## src/sv/ial_pkg.sv

```systemverilog
`timescale 1ns / 1ps
// ial_pkg: shared sizes, operation and status codes, and the control and
// status structs between the list controller and its datapath. No dependencies.

package ial_pkg;

    localparam int DEPTH    = 64;
    localparam int ADDR_W   = $clog2(DEPTH);
    localparam int CNT_W    = $clog2(DEPTH + 1);
    localparam int FUNC_W   = 3;
    localparam int POS_W    = 7;
    localparam int WORD_W   = 32;
    localparam int STATUS_W = 2;
    localparam int CAP_W    = 7;
    localparam int COUNT_W  = 7;
    // compare width, one bit of headroom over every operand
    localparam int CMP_W    = ((CNT_W > POS_W) ? CNT_W : POS_W) + 1;

    localparam logic [CAP_W-1:0] CAP_RESET = CAP_W'(64);

    localparam logic [FUNC_W-1:0] FN_APPEND = 3'd0;
    localparam logic [FUNC_W-1:0] FN_INSERT = 3'd1;
    localparam logic [FUNC_W-1:0] FN_GET    = 3'd2;
    localparam logic [FUNC_W-1:0] FN_EDIT   = 3'd3;
    localparam logic [FUNC_W-1:0] FN_DELETE = 3'd4;

    localparam logic [STATUS_W-1:0] ST_OK        = 2'd0;
    localparam logic [STATUS_W-1:0] ST_BAD_INDEX = 2'd1;
    localparam logic [STATUS_W-1:0] ST_OVERFLOW  = 2'd2;

    typedef enum logic [2:0] {
        ACT_NONE,
        ACT_APPEND,
        ACT_INSERT,
        ACT_GET,
        ACT_EDIT,
        ACT_DELETE
    } act_t;

    typedef enum logic [2:0] {
        S_IDLE,
        S_DECODE,
        S_GET_RD,
        S_SHIFT_RD,
        S_SHIFT_WR,
        S_FINISH
    } state_t;

    typedef struct packed {
        logic latch;
        logic exec;
        logic get_cap;
        logic sh_read;
        logic sh_write;
        logic sh_tail;
        logic finish;
    } ctrl_cmd_t;

    typedef struct packed {
        act_t act;
        logic more;
        logic out_free;
    } dp_status_t;

endpackage

```

## src/sv/ial_ctrl.sv

```systemverilog
`timescale 1ns / 1ps
// ial_ctrl: sequencer for one request at a time, drives datapath commands.
// Depends on ial_pkg.

module ial_ctrl
(
    input  logic                   clk,
    input  logic                   rst_n,
    input  logic                   in_valid,
    output logic                   in_ready,
    input  ial_pkg::dp_status_t    dp_status,
    output ial_pkg::ctrl_cmd_t     cmd
);
    import ial_pkg::*;

    state_t state_reg;
    state_t state_next;

    always_ff @(posedge clk or negedge rst_n)
    begin
        if (!rst_n)
        begin
            state_reg <= S_IDLE;
        end
        else
        begin
            state_reg <= state_next;
        end
    end

    always_comb
    begin
        state_next = state_reg;
        cmd        = '0;
        in_ready   = 1'b0;
        unique case (state_reg)
            S_IDLE:
            begin
                in_ready = 1'b1;
                if (in_valid)
                begin
                    cmd.latch  = 1'b1;
                    state_next = S_DECODE;
                end
            end
            S_DECODE:
            begin
                cmd.exec = 1'b1;
                unique case (dp_status.act)
                    ACT_GET:                state_next = S_GET_RD;
                    ACT_INSERT, ACT_DELETE: state_next = S_SHIFT_RD;
                    default:                state_next = S_FINISH;
                endcase
            end
            S_GET_RD:
            begin
                cmd.get_cap = 1'b1;
                state_next  = S_FINISH;
            end
            S_SHIFT_RD:
            begin
                if (dp_status.more)
                begin
                    cmd.sh_read = 1'b1;
                    state_next  = S_SHIFT_WR;
                end
                else
                begin
                    cmd.sh_tail = 1'b1;
                    state_next  = S_FINISH;
                end
            end
            S_SHIFT_WR:
            begin
                cmd.sh_write = 1'b1;
                state_next   = S_SHIFT_RD;
            end
            S_FINISH:
            begin
                if (dp_status.out_free)
                begin
                    cmd.finish = 1'b1;
                    state_next = S_IDLE;
                end
            end
            default:
            begin
                state_next = S_IDLE;
            end
        endcase
    end

endmodule

```

## src/sv/ial_dpath.sv

```systemverilog
`timescale 1ns / 1ps
// ial_dpath: entry memory, fill count, capacity register, request and result
// registers, shift index. Depends on ial_pkg.

module ial_dpath
(
    input  logic                              clk,
    input  logic                              rst_n,
    input  ial_pkg::ctrl_cmd_t                cmd,
    output ial_pkg::dp_status_t               dp_status,
    input  logic                              cfg_valid,
    input  logic [ial_pkg::CAP_W-1:0]         cfg_data,
    input  logic [ial_pkg::FUNC_W-1:0]        func,
    input  logic [ial_pkg::POS_W-1:0]         position,
    input  logic signed [ial_pkg::WORD_W-1:0] word_in,
    output logic                              out_valid,
    input  logic                              out_ready,
    output logic signed [ial_pkg::WORD_W-1:0] word_out,
    output logic [ial_pkg::STATUS_W-1:0]      status,
    output logic [ial_pkg::COUNT_W-1:0]       entry_count,
    output logic                              is_full,
    output logic                              is_empty
);
    import ial_pkg::*;

    localparam logic [CMP_W-1:0] DEPTH_C = CMP_W'(DEPTH);

    logic [WORD_W-1:0]   entry_store_reg [DEPTH];
    logic [WORD_W-1:0]   rdata_reg;

    logic [FUNC_W-1:0]   func_reg;
    logic [POS_W-1:0]    pos_reg;
    logic [WORD_W-1:0]   word_reg;
    act_t                act_reg;
    logic [CNT_W-1:0]    count_reg;
    logic [CNT_W-1:0]    count_next;
    logic [CAP_W-1:0]    cap_reg;
    logic [CMP_W-1:0]    idx_reg;

    // result of the request in progress, moved to the outputs at finish
    logic [WORD_W-1:0]   word_res_reg;
    logic [STATUS_W-1:0] status_res_reg;

    logic                out_valid_reg;
    logic [WORD_W-1:0]   word_out_reg;
    logic [STATUS_W-1:0] status_reg;
    logic [STATUS_W-1:0] status_now;
    logic [COUNT_W-1:0]  count_out_reg;
    logic                full_reg;
    logic                empty_reg;

    logic [CMP_W-1:0]    pos_c;
    logic [CMP_W-1:0]    cnt_c;
    logic [CMP_W-1:0]    cap_c;
    logic [CMP_W-1:0]    eff_cap;
    logic                full_now;
    logic                pos_in_list;
    act_t                act_now;

    logic                mem_we;
    logic [ADDR_W-1:0]   mem_waddr;
    logic [WORD_W-1:0]   mem_wdata;
    logic                mem_re;
    logic [ADDR_W-1:0]   mem_raddr;

    // decode of the held request
    always_comb
    begin
        pos_c       = CMP_W'(pos_reg);
        cnt_c       = CMP_W'(count_reg);
        cap_c       = CMP_W'(cap_reg);
        eff_cap     = (cap_c > DEPTH_C) ? DEPTH_C : cap_c;
        full_now    = (cnt_c >= eff_cap) || (cnt_c >= DEPTH_C);
        pos_in_list = pos_c < cnt_c;
        act_now     = ACT_NONE;
        status_now  = ST_OK;
        unique case (func_reg)
            FN_APPEND:
            begin
                if (full_now) status_now = ST_OVERFLOW;
                else          act_now    = ACT_APPEND;
            end
            FN_INSERT:
            begin
                if (pos_c > cnt_c) status_now = ST_BAD_INDEX;
                else if (full_now) status_now = ST_OVERFLOW;
                else               act_now    = ACT_INSERT;
            end
            FN_GET:
            begin
                if (pos_in_list) act_now    = ACT_GET;
                else             status_now = ST_BAD_INDEX;
            end
            FN_EDIT:
            begin
                if (pos_in_list) act_now    = ACT_EDIT;
                else             status_now = ST_BAD_INDEX;
            end
            FN_DELETE:
            begin
                if (pos_in_list) act_now    = ACT_DELETE;
                else             status_now = ST_BAD_INDEX;
            end
            default:
            begin
                act_now = ACT_NONE;
            end
        endcase
    end

    assign dp_status.act      = act_now;
    assign dp_status.more     = (act_reg == ACT_INSERT) ? (idx_reg > pos_c)
                                                        : ((idx_reg + 1'b1) < cnt_c);
    assign dp_status.out_free = !out_valid_reg || out_ready;

    // memory port selection
    always_comb
    begin
        mem_we    = 1'b0;
        mem_waddr = idx_reg[ADDR_W-1:0];
        mem_wdata = rdata_reg;
        priority if (cmd.exec && act_now == ACT_APPEND)
        begin
            mem_we    = 1'b1;
            mem_waddr = count_reg[ADDR_W-1:0];
            mem_wdata = word_reg;
        end
        else if (cmd.exec && act_now == ACT_EDIT)
        begin
            mem_we    = 1'b1;
            mem_waddr = pos_reg[ADDR_W-1:0];
            mem_wdata = word_reg;
        end
        else if (cmd.sh_write)
        begin
            mem_we = 1'b1;
        end
        else if (cmd.sh_tail && act_reg == ACT_INSERT)
        begin
            mem_we    = 1'b1;
            mem_waddr = pos_reg[ADDR_W-1:0];
            mem_wdata = word_reg;
        end

        mem_re    = (cmd.exec && act_now == ACT_GET) || cmd.sh_read;
        mem_raddr = pos_reg[ADDR_W-1:0];
        if (cmd.sh_read)
        begin
            if (act_reg == ACT_INSERT) mem_raddr = ADDR_W'(idx_reg - 1'b1);
            else                       mem_raddr = ADDR_W'(idx_reg + 1'b1);
        end
    end

    always_ff @(posedge clk)
    begin
        if (mem_we)
        begin
            entry_store_reg[mem_waddr] <= mem_wdata;
        end
        if (mem_re)
        begin
            rdata_reg <= entry_store_reg[mem_raddr];
        end
    end

    // payload registers
    always_ff @(posedge clk)
    begin
        if (cmd.latch)
        begin
            func_reg <= func;
            pos_reg  <= position;
            word_reg <= word_in;
        end
        if (cmd.exec)
        begin
            act_reg        <= act_now;
            status_res_reg <= status_now;
            word_res_reg   <= (func_reg == FN_GET && !pos_in_list) ? '1 : '0;
            idx_reg        <= (act_now == ACT_INSERT) ? cnt_c : pos_c;
        end
        if (cmd.sh_write)
        begin
            idx_reg <= (act_reg == ACT_INSERT) ? idx_reg - 1'b1 : idx_reg + 1'b1;
        end
        if (cmd.get_cap)
        begin
            word_res_reg <= rdata_reg;
        end
        if (cmd.finish)
        begin
            word_out_reg  <= word_res_reg;
            status_reg    <= status_res_reg;
            count_out_reg <= COUNT_W'(count_reg);
            full_reg      <= cnt_c >= eff_cap;
            empty_reg     <= count_reg == '0;
        end
    end

    always_comb
    begin
        count_next = count_reg;
        if (cfg_valid)
        begin
            count_next = '0;
        end
        else if (cmd.exec && act_now == ACT_APPEND)
        begin
            count_next = count_reg + 1'b1;
        end
        else if (cmd.sh_tail)
        begin
            count_next = (act_reg == ACT_INSERT) ? count_reg + 1'b1 : count_reg - 1'b1;
        end
    end

    always_ff @(posedge clk or negedge rst_n)
    begin
        if (!rst_n)
        begin
            count_reg     <= '0;
            cap_reg       <= CAP_RESET;
            out_valid_reg <= 1'b0;
        end
        else
        begin
            count_reg <= count_next;
            if (cfg_valid)
            begin
                cap_reg <= cfg_data;
            end
            if (cmd.finish)
            begin
                out_valid_reg <= 1'b1;
            end
            else if (out_ready)
            begin
                out_valid_reg <= 1'b0;
            end
        end
    end

    assign out_valid   = out_valid_reg;
    assign word_out    = word_out_reg;
    assign status      = status_reg;
    assign entry_count = count_out_reg;
    assign is_full     = full_reg;
    assign is_empty    = empty_reg;

    a_count_in_cap: assert property (@(posedge clk) disable iff (!rst_n)
        (cnt_c <= eff_cap))
        else $error("fill count above capacity");

    a_cmd_onehot: assert property (@(posedge clk) disable iff (!rst_n)
        $onehot0({cmd.latch, cmd.exec, cmd.get_cap, cmd.sh_read, cmd.sh_write,
                  cmd.sh_tail, cmd.finish}))
        else $error("overlapping datapath commands");

    a_finish_shows: assert property (@(posedge clk) disable iff (!rst_n)
        cmd.finish |=> out_valid_reg)
        else $error("result not presented after finish");

    a_shift_write_after_read: assert property (@(posedge clk) disable iff (!rst_n)
        cmd.sh_write |-> $past(cmd.sh_read))
        else $error("shift write without a preceding read");

endmodule

```

## src/sv/indexed_array_list.sv

```systemverilog
`timescale 1ns / 1ps
// indexed_array_list: top level, joins the controller and the datapath.
// Depends on ial_pkg, ial_ctrl and ial_dpath.

// Ordered list of up to 64 signed 32-bit words in a single-port memory, one
// request at a time. Append, edit, unknown codes and any rejected request go
// from decode straight to finish; get adds a read-capture state (registered
// memory read). Insert and delete move one entry at a time through the memory
// port, each move taking a shift read state and then a shift write state. A
// finished result sits in the output register, so a new request is taken
// while it waits; a second result stalls only if the first is still
// unclaimed. Writing cfg_data empties the list at once; the block has no
// clearing pass since only entries below the count are ever read.

module indexed_array_list
(
    input  logic                              clk,
    input  logic                              rst_n,
    // capacity register write
    input  logic                              cfg_valid,
    output logic                              cfg_ready,
    input  logic [ial_pkg::CAP_W-1:0]         cfg_data,
    // request channel
    input  logic                              in_valid,
    output logic                              in_ready,
    input  logic [ial_pkg::FUNC_W-1:0]        func,
    input  logic [ial_pkg::POS_W-1:0]         position,
    input  logic signed [ial_pkg::WORD_W-1:0] word_in,
    // result channel
    output logic                              out_valid,
    input  logic                              out_ready,
    output logic signed [ial_pkg::WORD_W-1:0] word_out,
    output logic [ial_pkg::STATUS_W-1:0]      status,
    output logic [ial_pkg::COUNT_W-1:0]       entry_count,
    output logic                              is_full,
    output logic                              is_empty
);
    import ial_pkg::*;

    ctrl_cmd_t  cmd;
    dp_status_t dp_status;

    // user must land capacity writes only while idle; not enforced, all taken
    assign cfg_ready = 1'b1;

    // sequencer: decode, shift loop, result hand-off
    ial_ctrl u_ctrl
    (
        .clk       (clk),
        .rst_n     (rst_n),
        .in_valid  (in_valid),
        .in_ready  (in_ready),
        .dp_status (dp_status),
        .cmd       (cmd)
    );

    // storage, count and result registers
    ial_dpath u_dpath
    (
        .clk         (clk),
        .rst_n       (rst_n),
        .cmd         (cmd),
        .dp_status   (dp_status),
        .cfg_valid   (cfg_valid),
        .cfg_data    (cfg_data),
        .func        (func),
        .position    (position),
        .word_in     (word_in),
        .out_valid   (out_valid),
        .out_ready   (out_ready),
        .word_out    (word_out),
        .status      (status),
        .entry_count (entry_count),
        .is_full     (is_full),
        .is_empty    (is_empty)
    );

endmodule
```

## config.mk

```make
export PLATFORM = sky130hd
export DESIGN_NAME = indexed_array_list
export DESIGN_NICKNAME = d
export VERILOG_FILES = /design/src/sv/ial_pkg.sv /design/src/sv/ial_ctrl.sv /design/src/sv/ial_dpath.sv /design/src/sv/indexed_array_list.sv
export SDC_FILE = /design/constraint.sdc
export NUM_CORES = 2
export LEC_CHECK = 0
export ABC_CLOCK_PERIOD_IN_PS = 10400
export BUFFER_PORTS_ARGS = -buffer_cell sky130_fd_sc_hd__buf_2
export CAP_MARGIN = 20
export CELL_PAD_IN_SITES_DETAIL_PLACEMENT = 0
export CELL_PAD_IN_SITES_GLOBAL_PLACEMENT = 1
export CORE_ASPECT_RATIO = 2
export CORE_MARGIN = 1
export CORE_UTILIZATION = 50
export CTS_CLUSTER_SIZE = 25
export DETAILED_ROUTE_END_ITERATION = 7
export PLACE_DENSITY_LB_ADDON = 0.3
export SLEW_MARGIN = 0
export SYNTH_ARGS = -nofsm -noshare
export SYNTH_HDL_FRONTEND = slang
export SYNTH_SLANG_ARGS = --single-unit
```

## constraint.sdc

```tcl
create_clock -name clk -period 10.4 [get_ports clk]
set_input_delay 0 -clock clk [delete_from_list [all_inputs] [get_ports clk]]
set_output_delay 0 -clock clk [all_outputs]
set_load 0.03 [all_outputs]
```

==> impl_metrics.csv <==
group,metric,value,unit
synth,yosysUniqueCellTypes,68,
timing,setup_viol,0,
route,drc,0,
timing,fmax,148.8,MHz
pwr,power.internal,16.24,mW
clock_network,insertion_delay,0.84,ns
die,core,174300,um^2
synth,synth-xor-area-share,0.001899,
route,drt_iter0_drc,6204,
pwr,combPwrFrac,0.224,
pwr,p_leak,32.97,nW
die,fp-row-count,217,
placed_design,routabilityCongestion,0.9109,
hold_path,worstHoldPathCells,2,
timing,tns,0,ns
pwr,power_density,238.2,nW/um^2
setup_path,r2r_slack,3.68,ns
finish,nFillCells,13480,
timing,slew_violations,0,
timing,maxSlewHeadroom,0.2778,
setup_path,cp_slowest_cell,"buf_4",
global_route,antenna_found_initial,9,
timing,worst_clock_skew,0.03879,ns
clock_network,clockBufferDepth,4,
flow_run,cap_violations,0,
die,io_pins,100,
clock_network,tritoncts,"yes",
clock_network,cts_resized,0,
setup_path,r2r_start,"u_dpath.idx_reg[2]",
synth,synthTopCellsByCount,"edfxtp_1 (2,210), nand2_1 (1,030), a21oi_1 (313)",
setup_path,required,10.91,ns
clock_network,cts_htree_levels,4,
global_route,grt_usage,0.2920,
pwr,pwr-share-clk,0.302,
die,die-height,594.1,um
pwr,swShare,0.3097,
die,die_w,298.1,um
timing,worst_pin_slew,1.082,ns
setup_path,end_kind,"register",
finish,drive_above_1_share,0.1327,
placed_design,portBuffers,98,
synth,synth_top_family_by_area,"simple AND/OR/NAND/NOR gates",
synth,synth_area_per_cell,15.61,um^2
setup_path,worstPathMaxFanout,108,
setup_path,critPathLaunchType,"register",
route,wl_per_cell,31.64,um
synth,synth.largest_area_cell,"edfxtp_1",
synth,synth_mux_area_frac,0.07008,
setup_path,path_cells,"nand3_1 > or2_2 > xnor2_1 > ha_1 > a21o_1 > a211oi_1 > nand3_1 > o31ai_4 > buf_4 > mux2_8 > buf_12 > buf_4 > mux4_2 > a2111oi_0 > nor3_1 > nor3_1 > a31oi_1",
synth,synth_edf_count,2210,
synth,synth-simple-area-share,0.08313,
synth,synth_fa_ha_area_frac,0.004425,
placed_design,post-place-ws,3.750,ns
synth,synth-seq-cells,2228,
clock_network,cts.sink_count,2228,
setup_path,r2r_end,"u_dpath.rdata_reg[23]",
synth,syn_nets,5700,
route,vias,51940,
setup_path,arrival,7.23,ns
synth,synth_ff_type,"edfxtp_1",
synth,syn_inst,5615,
timing,fin_crit,6.720,ns
global_route,grt_pass1_vias,51270,
timing,rsz0062_at_grt,"no",
clock_network,postCtsSetupRepairBufs,0,
route,postRouteAntennaNets,0,
finish,multi_input_area,19870,um^2
global_route,grt_pass1_wl,369200,um
finish,seq_area,66820,um^2
global_route,grt_max_degree,143,
clock_network,clk_pin_slew,0.07,ns
route,routed_via_density,6.274,
setup_path,cp_top_family,"buffers and inverters",
pwr,power,23.53,mW
finish,area_growth,12.73,%
synth,synth-compound-area-share,0.05910,
synth,yosys.cell_count.top_type,"edfxtp_1",
hold_path,hold_end,"u_dpath.word_reg[29]",
pwr,vdd_drop_max,220.6,uV
setup_path,cp-startpoint,"u_dpath.idx_reg[2]",
finish,largest_reg_flops,2048,
finish,layout.nets,5925,
status,status,"completed",
route,wl,261900,um
setup_path,worst-path-buf-inv,3,
pwr,seqPwrFrac,0.474,
setup_path,critPathMaxStageDelay,0.74,ns
die,die_area,177100,um^2
hold_path,hold_start,"word_in[29]",
hold_path,min_path_type,"input pin to register",
route,dr.pass1.iters,6,
placed_design,hpwl,149700,um
global_route,overflow,0,
clock_network,numCtsBuffers,185,
synth,ys_async_sr_fraction,0.008079,
clock_network,postCtsHoldBufs,110,
timing,fin_crit_sh,0.6461,
setup_path,worstRegToRegCells,17,
synth,ys_warn_count,0,
timing,setup_ws,3.680,ns
synth,netlist_area,87650,um^2
die,initial_core_util,0.5028,
synth,synth.top_cell.area_share,0.7572,
timing,finalHoldViolations,0,
pwr,power.switching,7.287,mW
synth,ys_seq_area_frac,0.7623,
clock_network,root_buffer,"clkbuf_16",
synth,synthTopCellsByArea,"edfxtp_1 (76%), nand2_1 (4.4%), mux2i_1 (3.4%)",
setup_path,criticalPathCategory,"register to register",
-- layer usage --
metal	vias to the layer above	wire, um	global-route usage
met5	-	47	0
li1	22090	-	-
met4	6	13350	0.1366
met3	590	19060	0.03589
met2	2528	137700	0.5235
met1	26730	91710	0.3479
-- cell usage in the layout (no fill, tap or decap), types with 10 or more instances in the layout --
master / netlist / layout
a31oi_1: 96 / 96
buf_12: 0 / 19
dfrtp_1: 17 / 17
o41ai_1: 16 / 16
o22ai_1: 98 / 98
clkinv_1: 0 / 34
clkinv_2: 0 / 36
nor4_1: 59 / 58
mux2_2: 49 / 47
nor3_1: 61 / 61
o221ai_1: 47 / 47
o21ai_0: 64 / 62
edfxtp_1: 2210 / 2210
a22o_1: 10 / 10
nand4_1: 42 / 42
nor2_4: 1 / 65
clkbuf_16: 0 / 189
a21o_1: 41 / 41
and3_1: 62 / 62
a32oi_1: 15 / 15
clkinvlp_4: 0 / 10
nand2_1: 1030 / 1026
bufinv_16: 0 / 24
nor2_1: 132 / 66
mux4_2: 114 / 114
a22oi_1: 19 / 19
clkbuf_1: 153 / 26
xnor2_1: 12 / 12
buf_4: 27 / 149
o2111ai_1: 11 / 10
nand3_1: 260 / 260
a21oi_1: 313 / 313
mux2i_1: 302 / 296
buf_2: 114 / 98
inv_1: 26 / 26
a311oi_1: 19 / 19
dlygate4sd3_1: 0 / 111
ha_1: 31 / 31
-- cell families after synthesis --
group / after synthesis
flops: 2228
simple gates: 1688
compound gates: 816
mux: 465
buf+inv: 367
fa+ha+maj: 31
xor+xnor: 19
other cells: 1
-- how the worst max path moves through the flow --
stage | cells past startpoint | slack, ns | to
2_1_floorplan | 13 | 4.95 | u_dpath.entry_store_reg[11][0]
3_3_place_gp | 18 | 3.73 | u_dpath.rdata_reg[15]
3_5_place_dp | 17 | 3.75 | u_dpath.rdata_reg[23]
4_1_cts | 17 | 3.72 | u_dpath.rdata_reg[23]
5_1_grt | 17 | 3.34 | u_dpath.rdata_reg[23]
6_report | 17 | 3.68 | u_dpath.rdata_reg[23]
-- metrics by stage --
step                      area (um^2)  hold slack (ns)  utilization  instances
after global routing            98800         0.001401       0.5668       8278
after global placement          91490        -0.001018       0.5249       7831
after CTS                       98680         0.001580       0.5661       8271
after floorplan                 87650          -0.2956            -       5615
after detailed placement        91600        -0.001191       0.5255       7836
final                           98800         0.002787       0.5668       8278
-- worst register-to-register path, stage by stage (launching register included) --
cell       delay (ns)
edfxtp_1         0.55
nand3_1          0.24
or2_2            0.38
xnor2_1          0.14
ha_1             0.30
a21o_1           0.16
a211oi_1         0.25
nand3_1          0.19
o31ai_4          0.19
buf_4            0.41
mux2_8           0.59
buf_12           0.40
buf_4            1.03
mux4_2           0.51
a2111oi_0        0.44
nor3_1           0.08
nor3_1           0.44
a31oi_1          0.12
-- power groups by stage --
stage,logic [mW],clock network (mW),registers (mW)
after floorplan,2.94,0,11.4
after global placement,5.11,0,11.3
after detailed placement,5.17,0,11.3
after CTS,5.22,7.15,11.1
after global routing,5.54,7.44,11.2
final,5.28,7.11,11.1
-- area by class of cell --
cell class	instances	area share
Clock buffer	215	0.04886
Antenna cell	1	0.00002533
Timing Repair Buffer	379	0.03194
Multi-Input combinational cell	3020	0.2011
Inverter	26	0.0009878
Tap cell	2299	0.02911
Clock inverter	110	0.01170
Sequential cell	2228	0.6763
(Power assumes the default switching activity.)
